--- config.mk ---
export PLATFORM = sky130hd
export DESIGN_NAME = fdlli_mix
export DESIGN_NICKNAME = d
export VERILOG_FILES = /design/src/rtl/core/fractional_delay_line_linear_interp_core_defines.svh /design/src/rtl/core/fdlli_pkg.sv /design/src/rtl/core/fdlli_mix.sv
export SDC_FILE = /design/constraint.sdc
export NUM_CORES = 1
export LEC_CHECK = 0
export ABC_AREA = 0
export CORE_ASPECT_RATIO = 0.6
export CORE_MARGIN = 1.5
export CORE_UTILIZATION = 70
export DETAILED_ROUTE_END_ITERATION = 8
export DONT_BUFFER_PORTS = 1
export GPL_ROUTABILITY_DRIVEN = 0
export HOLD_SLACK_MARGIN = 0.08
export PLACE_DENSITY = 0.95
export SYNTH_ARGS = -nofsm -noshare
export SYNTH_HDL_FRONTEND = slang
export SYNTH_SLANG_ARGS = --single-unit
--- constraint.sdc ---
create_clock -name clk -period 30.5 [get_ports clk]
set_clock_uncertainty 0.05 [all_clocks]
set_input_delay 3.05 -clock clk [delete_from_list [all_inputs] [get_ports clk]]
set_output_delay 3.05 -clock clk [all_outputs]
set_load 0.02 [all_outputs]
--- src/rtl/core/fractional_delay_line_linear_interp_core_defines.svh ---
// Assertion helpers for the fractional delay line core.
`ifndef FRACTIONAL_DELAY_LINE_LINEAR_INTERP_CORE_DEFINES_SVH
`define FRACTIONAL_DELAY_LINE_LINEAR_INTERP_CORE_DEFINES_SVH

// prop must hold in the same cycle as cond
`define FDLLI_ASSERT_NOW(lbl, clk, rst_n, cond, prop, msg) \
  lbl: assert property (@(posedge clk) disable iff (!rst_n) (cond) |-> (prop)) \
    else $error(msg);

// prop must hold in the cycle after cond
`define FDLLI_ASSERT_NEXT(lbl, clk, rst_n, cond, prop, msg) \
  lbl: assert property (@(posedge clk) disable iff (!rst_n) (cond) |=> (prop)) \
    else $error(msg);

`endif

--- src/rtl/core/fdlli_pkg.sv ---
package fdlli_pkg;

  localparam int unsigned MAX_LEN_DEF = 4096;

  localparam int unsigned SAMPLE_W = 16;
  localparam int unsigned DELAY_W  = 28;
  localparam int unsigned FRAC_W   = 16;
  localparam int unsigned DINT_W   = DELAY_W - FRAC_W;

  localparam logic [DELAY_W-1:0] DELAY_RESET = 28'd134217728;

  // APB side
  localparam int unsigned PDATA_W = 32;
  localparam int unsigned PADDR_W = 3;

  // register index (paddr[2])
  localparam logic REG_DELAY = 1'b0;

  typedef logic signed [SAMPLE_W-1:0] sample_t;

  // per-item read control, address unit -> mixer
  typedef struct packed {
    logic              fwd0;    // tap 0 hits the entry written this beat
    logic              fwd1;
    logic              wr0;     // tap 0 entry has been written since reset
    logic              wr1;
    logic [FRAC_W-1:0] weight;  // weight of tap 1
  } mix_ctl_t;

endpackage

--- src/rtl/core/fdlli_mix.sv ---
module fdlli_mix (
  input  logic                clk,
  input  logic                load,
  input  fdlli_pkg::sample_t  rdata0,
  input  fdlli_pkg::sample_t  rdata1,
  input  fdlli_pkg::mix_ctl_t ctl,
  input  fdlli_pkg::sample_t  smp,
  output fdlli_pkg::sample_t  result
);

  import fdlli_pkg::*;

  sample_t s0, s1;
  logic signed [SAMPLE_W:0]     diff;
  logic signed [FRAC_W:0]       wgt;
  logic signed [33:0]           prod_w;

  // the sample written this beat wins over the old RAM word
  always_comb begin
    if (ctl.fwd0) begin
      s0 = smp;
    end else if (ctl.wr0) begin
      s0 = rdata0;
    end else begin
      s0 = '0;
    end
    if (ctl.fwd1) begin
      s1 = smp;
    end else if (ctl.wr1) begin
      s1 = rdata1;
    end else begin
      s1 = '0;
    end
  end

  // s0*(1-a) + s1*a == s0 + (s1-s0)*a
  assign diff   = (SAMPLE_W+1)'(s1) - (SAMPLE_W+1)'(s0);
  assign wgt    = $signed({1'b0, ctl.weight});
  assign prod_w = 34'(diff) * 34'(wgt);

  sample_t            s0_r;
  logic signed [33:0] prod_r;

  always_ff @(posedge clk) begin
    if (load) begin
      s0_r   <= s0;
      prod_r <= prod_w;
    end
  end

  logic signed [33:0] acc, biased;
  logic signed [17:0] rnd;

  assign acc    = $signed({{2{s0_r[SAMPLE_W-1]}}, s0_r, 16'd0}) + prod_r;
  assign biased = acc + 34'sd32768;
  assign rnd    = biased[33:16];

  always_comb begin
    if (rnd > 18'sd32767) begin
      result = 16'sh7fff;
    end else if (rnd < -18'sd32768) begin
      result = 16'sh8000;
    end else begin
      result = SAMPLE_W'(rnd);
    end
  end

endmodule

==> impl_results.md <==
* Outcome: finished clean
* CP most frequent cell: fa_1
* CTS Sinks at 35
* Most common cell in the synthesized netlist: inv_1
* Worst-path fanout max at 20
* Worst Setup End Kind: register
* Post-synth top area cell: fa_1
* Required time of the worst setup path at 30.49 ns
* Post-DP Area at between 10000 and 15000 µm²
* Vias/cell at 6.340
* DRT Pass-1 Iters at 8
* Vias in the first global route at 12030
* Detail Placement HPWL at 29410 µm
* Crit-path max cell delay at 0.88 ns
* Drt initial violations at 1518
* Fillers at 1175
* Worst hold path startpoint: load
* Synth area leaders: fa_1, ha_1, inv_1
* Initial antenna violation count at 1
* Die Area at 20800 µm²
* Layout cell share with drive strength beyond 1 at 3.247%
* Worst Setup Start Kind: input pin
* Fmax achieved at just under 80 MHz
* Ratio of final minimum period to clock period at a little over two fifths
* Min cycle time layout at between 10 and 15 ns
* Max-cap viol count at 0
* Commonest cells post-synth: inv_1, fa_1, nand2_1
* Sequential area share after synthesis at 7.539%
* RSZ-0062 raised after global routing: false
* DRC at 0
* Port-buffer cells at 0
* Yosys reg bits at 35
* CTS hold repair buffers at 0
* Die X at 185.2 µm
* Chip Height at 112.3 µm
* Setup TNS at 0 ns
* Floorplan core area at 19270 µm²
* Area Growth Syn to Fin at 2.082%
* Remaining Overflow, GRT at 0
* H-tree depth at 2
* Final std cells w/o fill at 1776
* First-pass GRT wire length at 61140 µm
* Cell variety after synth at 65
* CTS tree: built
* Syn Nets at 2025
* Final Cell Area at 14230 µm²
* Largest net degree at the start of global routing at 36
* Final setup fails at 0
* Reg clk slew, reported paths at ~0.06 ns
* EDFF count, synth at 35
* Clock root cell: clkbuf_16
* Via count at 11260
* Final Hold Slack at 2.826 ns
* Routed WL per cell at 20.97 µm
* Worst hold path class: input pin to register
* Synth Flop Type: edfxtp_1
* Row count at 39
* Syn Area/Cell at 8.914 µm²
* Clock Path Buffers at 2
* Kind of critical path: input pin to register
* Async set or reset register ratio after synthesis at 0%
* Placed insts at 1767
* I/O pins at 86
* All-layer global routing usage at 38.50%
* Top cell type's share of synthesized area at 39.20%
* CTS buffer count at 5
* Routed wire length at 37250 µm
* Post-CTS sizing at 0
* Yosys warns at 0
* Slew HR at 21.92%
* Synthesized instance count at 1564
* Syn Std Cell Area at 13940 µm²
* WP data arrival at about 13 ns
* Final-stage net count at 1969
* Post-DRT Antenna Nets at 0
* Final Hold Vio Count at 0
* Initial Util at between 70 and 80%
* Final Slew Violations at 0
* Crit path from: ctl[16]
* Slowest stage cell, crit path: nor2b_1
* Worst Tran Pin Value at between 1 and 1.5 ns
* Post-CTS Setup Inserts at 0
-- placed cells by master (no fill, tap or decap), types with 4 or more instances in the layout --
master / n
a211oi_1: 7
a21o_1: 31
a21oi_1: 30
a22o_1: 18
a22oi_1: 16
a311oi_1: 5
a31oi_1: 11
and2_1: 108
and3_1: 12
and4_1: 5
buf_4: 15
clkbuf_16: 5
edfxtp_1: 35
fa_1: 273
ha_1: 118
inv_1: 369
maj3_1: 4
nand2_1: 149
nand2b_1: 19
nand3_1: 52
nor2_1: 35
nor2b_1: 16
nor3_1: 17
o211ai_1: 12
o21ai_0: 20
o21ai_2: 4
o21bai_1: 7
o221ai_1: 4
o311ai_0: 7
xnor2_1: 42
xor2_1: 11
-- cell families (layout without fill, tap and decap cells) --
family | count (synthesis) | count (layout) | synth area share (%)
buffers and inverters | 448 | 393 | 12.19
and+or+nand+nor | 424 | 424 | 15.29
adders and majority gates | 395 | 395 | 50.08
AOI/OAI and AO/OA | 206 | 206 | 11.33
xor gates and xnor gates | 56 | 56 | 3.572
DFF | 35 | 35 | 7.539
other | 0 | 1 | 0
-- worst max-delay path: cells and delay by family --
kind,cells,cell delay (ns)
xor gates and xnor gates,1,0.15
AOI/OAI and AO/OA,17,4.19
buffers and inverters,4,0.24
and+or+nand+nor,4,1.68
adders and majority gates,8,3.46
-- layer usage --
layer	share of wire, %	global-route usage, %	vias up
met4	4.6	14.96	0
li1	-	-	4749
met3	15	14.34	193
met2	44	58.87	893
met1	36	50.22	5425
met5	0	0	-
-- sequential cells by signal, indices dropped and copies added (netlist names) --
name and cells:
prod_r 19, s0_r 16
-- area by class of cell --
cell class | instances | area, µm² | share of cell area (%)
repair buffers | 15 | 112.6 | 0.7913
flip-flops and latches | 35 | 1051 | 7.385
well taps | 266 | 332.8 | 2.339
multi-input cells | 1081 | 11210 | 78.74
inverters | 370 | 1389 | 9.759
clock inverters | 1 | 5.005 | 0.03517
diodes | 1 | 2.502 | 0.01758
clock buffers | 7 | 132.6 | 0.9320
-- per-stage QoR --
step,util (%),setup slack [ns]
finish,73.83,17.69
global route,73.82,17.25
CTS,73.82,17.90
detailed placement,73.11,17.73
global placement,73.11,18.20
floorplan,-,18.31
-- path summary, 6_finish.rpt --
kind              endpoint  slack, ns  cells past startpoint
max   prod_r[30]$_DFFE_PP_      17.69                     34
min      s0_r[3]$_DFFE_PP_       2.83                      0
Power is left out: the tool's default activity adds up to more than one toggle a clock period on the data nets, which glitch-free logic cannot reach.
