==> config.mk <==
export PLATFORM = sky130hd
export DESIGN_NAME = fdlli_addr
export DESIGN_NICKNAME = d
export VERILOG_FILES = /design/src/rtl/core/fractional_delay_line_linear_interp_core_defines.svh /design/src/rtl/core/fdlli_pkg.sv /design/src/rtl/core/fdlli_addr.sv
export SDC_FILE = /design/constraint.sdc
export NUM_CORES = 1
export LEC_CHECK = 0
export BUFFER_PORTS_ARGS = -buffer_cell sky130_fd_sc_hd__buf_4
export CORE_MARGIN = 2
export CORE_UTILIZATION = 50
export CTS_CLUSTER_SIZE = 24
export DETAILED_ROUTE_END_ITERATION = 16
export PLACE_DENSITY = 0.89
export SYNTH_ARGS = -nofsm -noshare
export SYNTH_HDL_FRONTEND = slang
export SYNTH_SLANG_ARGS = --single-unit
export TNS_END_PERCENT = 100
==> constraint.sdc <==
create_clock -name clk -period 5.6 [get_ports clk]
set_input_delay 0.28 -clock clk [delete_from_list [all_inputs] [get_ports clk]]
set_output_delay 0.28 -clock clk [all_outputs]
set_load 0.03 [all_outputs]
==> src/rtl/core/fractional_delay_line_linear_interp_core_defines.svh <==
// Assertion helpers for the fractional delay line core.
`ifndef FRACTIONAL_DELAY_LINE_LINEAR_INTERP_CORE_DEFINES_SVH
`define FRACTIONAL_DELAY_LINE_LINEAR_INTERP_CORE_DEFINES_SVH

// prop must hold in the same cycle as cond
`define FDLLI_ASSERT_NOW(lbl, clk, rst_n, cond, prop, msg) \
  lbl: assert property (@(posedge clk) disable iff (!rst_n) (cond) |-> (prop)) \
    else $error(msg);

// prop must hold in the cycle after cond
`define FDLLI_ASSERT_NEXT(lbl, clk, rst_n, cond, prop, msg) \
  lbl: assert property (@(posedge clk) disable iff (!rst_n) (cond) |=> (prop)) \
    else $error(msg);

`endif

==> src/rtl/core/fdlli_pkg.sv <==
package fdlli_pkg;

  localparam int unsigned MAX_LEN_DEF = 4096;

  localparam int unsigned SAMPLE_W = 16;
  localparam int unsigned DELAY_W  = 28;
  localparam int unsigned FRAC_W   = 16;
  localparam int unsigned DINT_W   = DELAY_W - FRAC_W;

  localparam logic [DELAY_W-1:0] DELAY_RESET = 28'd134217728;

  // APB side
  localparam int unsigned PDATA_W = 32;
  localparam int unsigned PADDR_W = 3;

  // register index (paddr[2])
  localparam logic REG_DELAY = 1'b0;

  typedef logic signed [SAMPLE_W-1:0] sample_t;

  // per-item read control, address unit -> mixer
  typedef struct packed {
    logic              fwd0;    // tap 0 hits the entry written this beat
    logic              fwd1;
    logic              wr0;     // tap 0 entry has been written since reset
    logic              wr1;
    logic [FRAC_W-1:0] weight;  // weight of tap 1
  } mix_ctl_t;

endpackage

==> src/rtl/core/fdlli_addr.sv <==
module fdlli_addr #(
  parameter int unsigned MAX_LEN = fdlli_pkg::MAX_LEN_DEF
) (
  input  logic                        clk,
  input  logic                        rst_n,
  input  logic [fdlli_pkg::DELAY_W-1:0] delay,
  input  logic                        adv,
  output logic [$clog2(MAX_LEN)-1:0]  wr_addr,
  output logic [$clog2(MAX_LEN)-1:0]  rd_addr0,
  output logic [$clog2(MAX_LEN)-1:0]  rd_addr1,
  output fdlli_pkg::mix_ctl_t         ctl
);

  import fdlli_pkg::*;

  localparam int unsigned AW    = $clog2(MAX_LEN);
  localparam logic [AW:0] LEN   = (AW+1)'(MAX_LEN);
  localparam logic [AW:0] HALF  = (AW+1)'(MAX_LEN >> 1);
  localparam logic [AW:0] OFS   = LEN - HALF;
  localparam logic [23:0] RECIP = 24'((64'd1 << 24) / MAX_LEN);

  logic [AW-1:0] wp_r, wp_nxt;
  logic [AW:0]   fill_r, fill_nxt;
  logic [DINT_W-1:0] q_r;
  logic [AW-1:0]     red_r;

  // delay integer part modulo MAX_LEN: reciprocal estimate, then one correction
  logic [DINT_W-1:0] dint;
  logic [35:0]       qprod;
  logic [28:0]       qlen;
  logic [DINT_W-1:0] rem, red_w;

  assign dint  = delay[DELAY_W-1:FRAC_W];
  assign qprod = {24'd0, dint} * {12'd0, RECIP};
  assign qlen  = 29'(q_r) * 29'(MAX_LEN);
  assign rem   = dint - qlen[DINT_W-1:0];

  always_comb begin
    if ({6'd0, rem} >= 18'(MAX_LEN)) begin
      red_w = rem - DINT_W'(MAX_LEN);
    end else begin
      red_w = rem;
    end
  end

  always_ff @(posedge clk) begin
    q_r   <= qprod[35:24];
    red_r <= AW'(red_w);
  end

  // read position = write position - delay, modulo the store
  logic [FRAC_W-1:0] frac;
  logic              borrow;
  logic [AW:0]       t;
  logic [AW-1:0]     i0, i1;
  logic [AW:0]       n_inc;

  assign frac   = delay[FRAC_W-1:0];
  assign borrow = |frac;
  assign t      = {1'b0, wp_r} + LEN - {1'b0, red_r} - (AW+1)'(borrow);

  always_comb begin
    if (t >= LEN) begin
      i0 = AW'(t - LEN);
    end else begin
      i0 = AW'(t);
    end
    if ({1'b0, i0} == LEN - 1'b1) begin
      i1 = '0;
    end else begin
      i1 = i0 + 1'b1;
    end
  end

  assign n_inc = (fill_r == LEN) ? LEN : fill_r + 1'b1;

  // writes run in order from HALF, so an entry was written iff its
  // distance from HALF is below the write count
  function automatic logic written(input logic [AW-1:0] idx, input logic [AW:0] cnt);
    logic [AW:0] u;
    logic [AW:0] off;
    u   = {1'b0, idx} + OFS;
    off = (u >= LEN) ? u - LEN : u;
    return off < cnt;
  endfunction

  always_comb begin
    ctl.fwd0   = (i0 == wp_r);
    ctl.fwd1   = (i1 == wp_r);
    ctl.wr0    = written(i0, n_inc);
    ctl.wr1    = written(i1, n_inc);
    ctl.weight = FRAC_W'(0) - frac;
  end

  always_comb begin
    wp_nxt   = wp_r;
    fill_nxt = fill_r;
    if (adv) begin
      fill_nxt = n_inc;
      if ({1'b0, wp_r} == LEN - 1'b1) begin
        wp_nxt = '0;
      end else begin
        wp_nxt = wp_r + 1'b1;
      end
    end
  end

  always_ff @(posedge clk) begin
    if (!rst_n) begin
      wp_r   <= AW'(HALF);
      fill_r <= '0;
    end else begin
      wp_r   <= wp_nxt;
      fill_r <= fill_nxt;
    end
  end

  assign wr_addr  = wp_r;
  assign rd_addr0 = i0;
  assign rd_addr1 = i1;

endmodule

==> flow_metrics.tcl <==
set metrics [dict create \
    row_count 32 \
    grtUsageMet2 0.5447 \
    antenna-diode-count 0 \
    ys_ff_latch 37 \
    drive_above_1_share 0.3721 \
    grt_pass1_vias 4342 \
    layout.area.seq_um2 740.7 \
    fp.dieH_um 91.89 \
    vias 4269 \
    drv_cap 0 \
    numClockSinks 37 \
    cp.arrival_ns 5.91 \
    fin_crit_sh 1.105 \
    path_clk_slew_ns 0.08 \
    ant_nets 0 \
    dp_hpwl_um 8895 \
    crit_type "primary input to output port" \
    p_leak_uw 0.002582 \
    cts_hold_buffers 0 \
    violations "negative setup slack" \
    ys_warn_count 0 \
    fin_nets 733 \
    pre_cts_ws_ns -0.6514 \
    antenna_found_initial 0 \
    avgSynthCellArea_um2 8.289 \
    globalRouteTotalUtil 0.3102 \
    holdWs_ns 0.07359 \
    grt_pass1_wl_um 20930 \
    cts-root-buf "clkbuf_8" \
    netlist-cell-type-count 64 \
    hold_path.startpoint "delay[18]" \
    synth-seq-area-share 0.1918 \
    cp-start-kind "primary input" \
    grt-ovfl-total 0 \
    p_per_area_mw_per_mm2 220.0 \
    hp-class "primary input to register" \
    period_minus_slack_ns 6.186 \
    drcViolationCount 0 \
    die_w_um 91.89 \
    portBuffers 86 \
    start_util 0.5077 \
    hold_viol 0 \
    clk_latency_ns 0.30 \
    pin_count 87 \
    syn_area_mm2 0.003862 \
    max_freq_ghz 0.1617 \
    postSynthCellCount 466 \
    utilization 0.7538 \
    final_common_cell "buf_4" \
    use_met1 0.3440 \
    wl_per_cell_um 17.18 \
    cts_tree "built" \
    clockBufferDepth 2 \
    end_kind "output port" \
    h-tree-depth 2 \
    place.gp.congestion 0.9621 \
    yosys_most_used_dff "dfxtp_1" \
    synth_edf_count 0 \
    finalPower_uw 1261 \
    numCtsBuffers 5 \
    met3_usage 0.05998 \
    critPathLaunch "delay[10]" \
    synth_nets 547 \
    required_ns 5.32 \
    outcome "finished with violations" \
    setup_ws_ns -0.5860 \
    coreArea_mm2 0.007607 \
    fin_skew_ns 0.004064 \
    vias_per_cell 5.654 \
    path_max_fanout 4 \
    vdd_drop_max_mv 0.1126 \
    grt_setup_unrepaired "true" \
    firstDrtPassIters 5 \
    slew_viol_final 0 \
    wirelength_um 12970 \
    worst_pin_slew_ns 0.7928 \
    reg2reg_from "wr_addr[8]" \
    drt-initial-drc-count 352 \
    multiInputGateArea_mm2 0.003132 \
    relSlewSlack 0.4666 \
    async_reset_ff_frac 0 \
    synthToLayoutAreaGrowth_pct 48.46 \
    grt_start_max_net_pins 24 \
    final_cell_mix "183 x buf_4, 51 x xnor2_1, 45 x ha_1" \
    grt-busiest-layer "met2" \
    die-area_mm2 0.008444 \
    final-setup-viol-count 2 \
    fill_cells 526 \
]
[cells in the mapped netlist (all sizes together), types with 3 or more instances]
cell	number	area [um2]
nor3	10	55.05
xor2	22	215.2
buf	4	23.76
nor2b	6	37.54
inv	38	142.6
nand2	25	93.84
or3	4	25.02
a21oi	14	70.07
a21o	14	105.1
o21ai	13	65.06
nor4b	3	26.28
and3	10	62.56
nor4	8	50.05
xnor2	55	496.7
dfxtp	37	740.7
a21boi	4	30.03
and2	20	125.1
nand2b	11	76.32
nand4	13	81.33
clkbuf	11	41.29
nor2	23	88.84
ha	48	600.6
nand3	23	115.1
o211ai	8	60.06
[power by group]
part	internal [uW]	switching (uW)	leakage, uW
Combinational	367	424	0.00224
Clock	88.3	107	0.0000385
Sequential	270	5.73	0.000303
Total	725	537	0.00258
[layout make-up]
class                           count  area share
Clock buffer                        7     0.01331
Tap cell                          102     0.02226
Multi-Input combinational cell    375      0.5461
Sequential cell                    37      0.1292
Timing Repair Buffer              194      0.2618
Clock inverter                      1    0.001309
Inverter                           39     0.02597
[layer usage]
metal / vias to the layer above / part of all wire
li1: 2013 / -
met2: 205 / 0.51
met1: 2000 / 0.38
met5: - / 0
met4: 0 / 0.046
met3: 51 / 0.064
[per-stage QoR]
stage,area [um2],instances,TNS [ns]
CTS,5608,749,-2.044
global route,5734,755,-1.577
detailed placement,5136,699,-1.014
floorplan,3979,466,-0.7632
finish,5734,755,-0.9988
global placement,5136,699,-0.6693
[cells by family (layout without fill, tap and decap cells)]
logic type,count (synthesis),in the layout,synth area share
AOI/OAI and AO/OA,77,77,0.1519
xor gates and xnor gates,78,78,0.1902
adders and majority gates,50,50,0.1659
buffers and inverters,54,241,0.05474
DFF,37,37,0.1918
muxes,1,1,0.002592
other,1,1,0.0009709
and+or+nand+nor,168,168,0.2420
[critical path: stages]
cell and delay [ns]:
buf_4 0.12, or3_4 0.37, or2_4 0.24, or4_4 0.49, fa_1 0.53, inv_1 0.05
ha_2 0.17, or2_4 0.23, fa_2 0.34, nand2b_4 0.15, a2111o_1 0.48, buf_6 0.15
and3_4 0.14, a311oi_4 0.21, nand3b_1 0.22, nor3_4 0.09, a211oi_4 0.18, ha_1 0.30
a21o_1 0.17, a21o_1 0.18, a21oi_2 0.12, nor2b_1 0.06, o21ai_1 0.14, nand2b_1 0.09
a21oi_2 0.12, o31a_1 0.15, buf_6 0.13
[sequential cells by signal, indices dropped and copies added (netlist names)]
name	count
fill_r	13
red_r	12
wr_addr	12
[worst paths after layout]
kind	endpoint	cells past startpoint	slack, ns
max	ctl[16]	27	-0.59
min	red_r[2]	1	0.07
max reg2reg	wr_addr[5]	5	3.35
min reg2reg	fill_r[12]	2	0.57
[repair_timing]
| item | CTS | global route |
|---|---|---|
| buffers inserted | 42 | 14 |
| resized for setup | 18 | 19 |
| pin swaps | 15 | 16 |
| setup endpoints to repair | 2 | 9 |
| gates cloned | 0 | 0 |
Note: power is estimated with default switching activity, not from simulation.
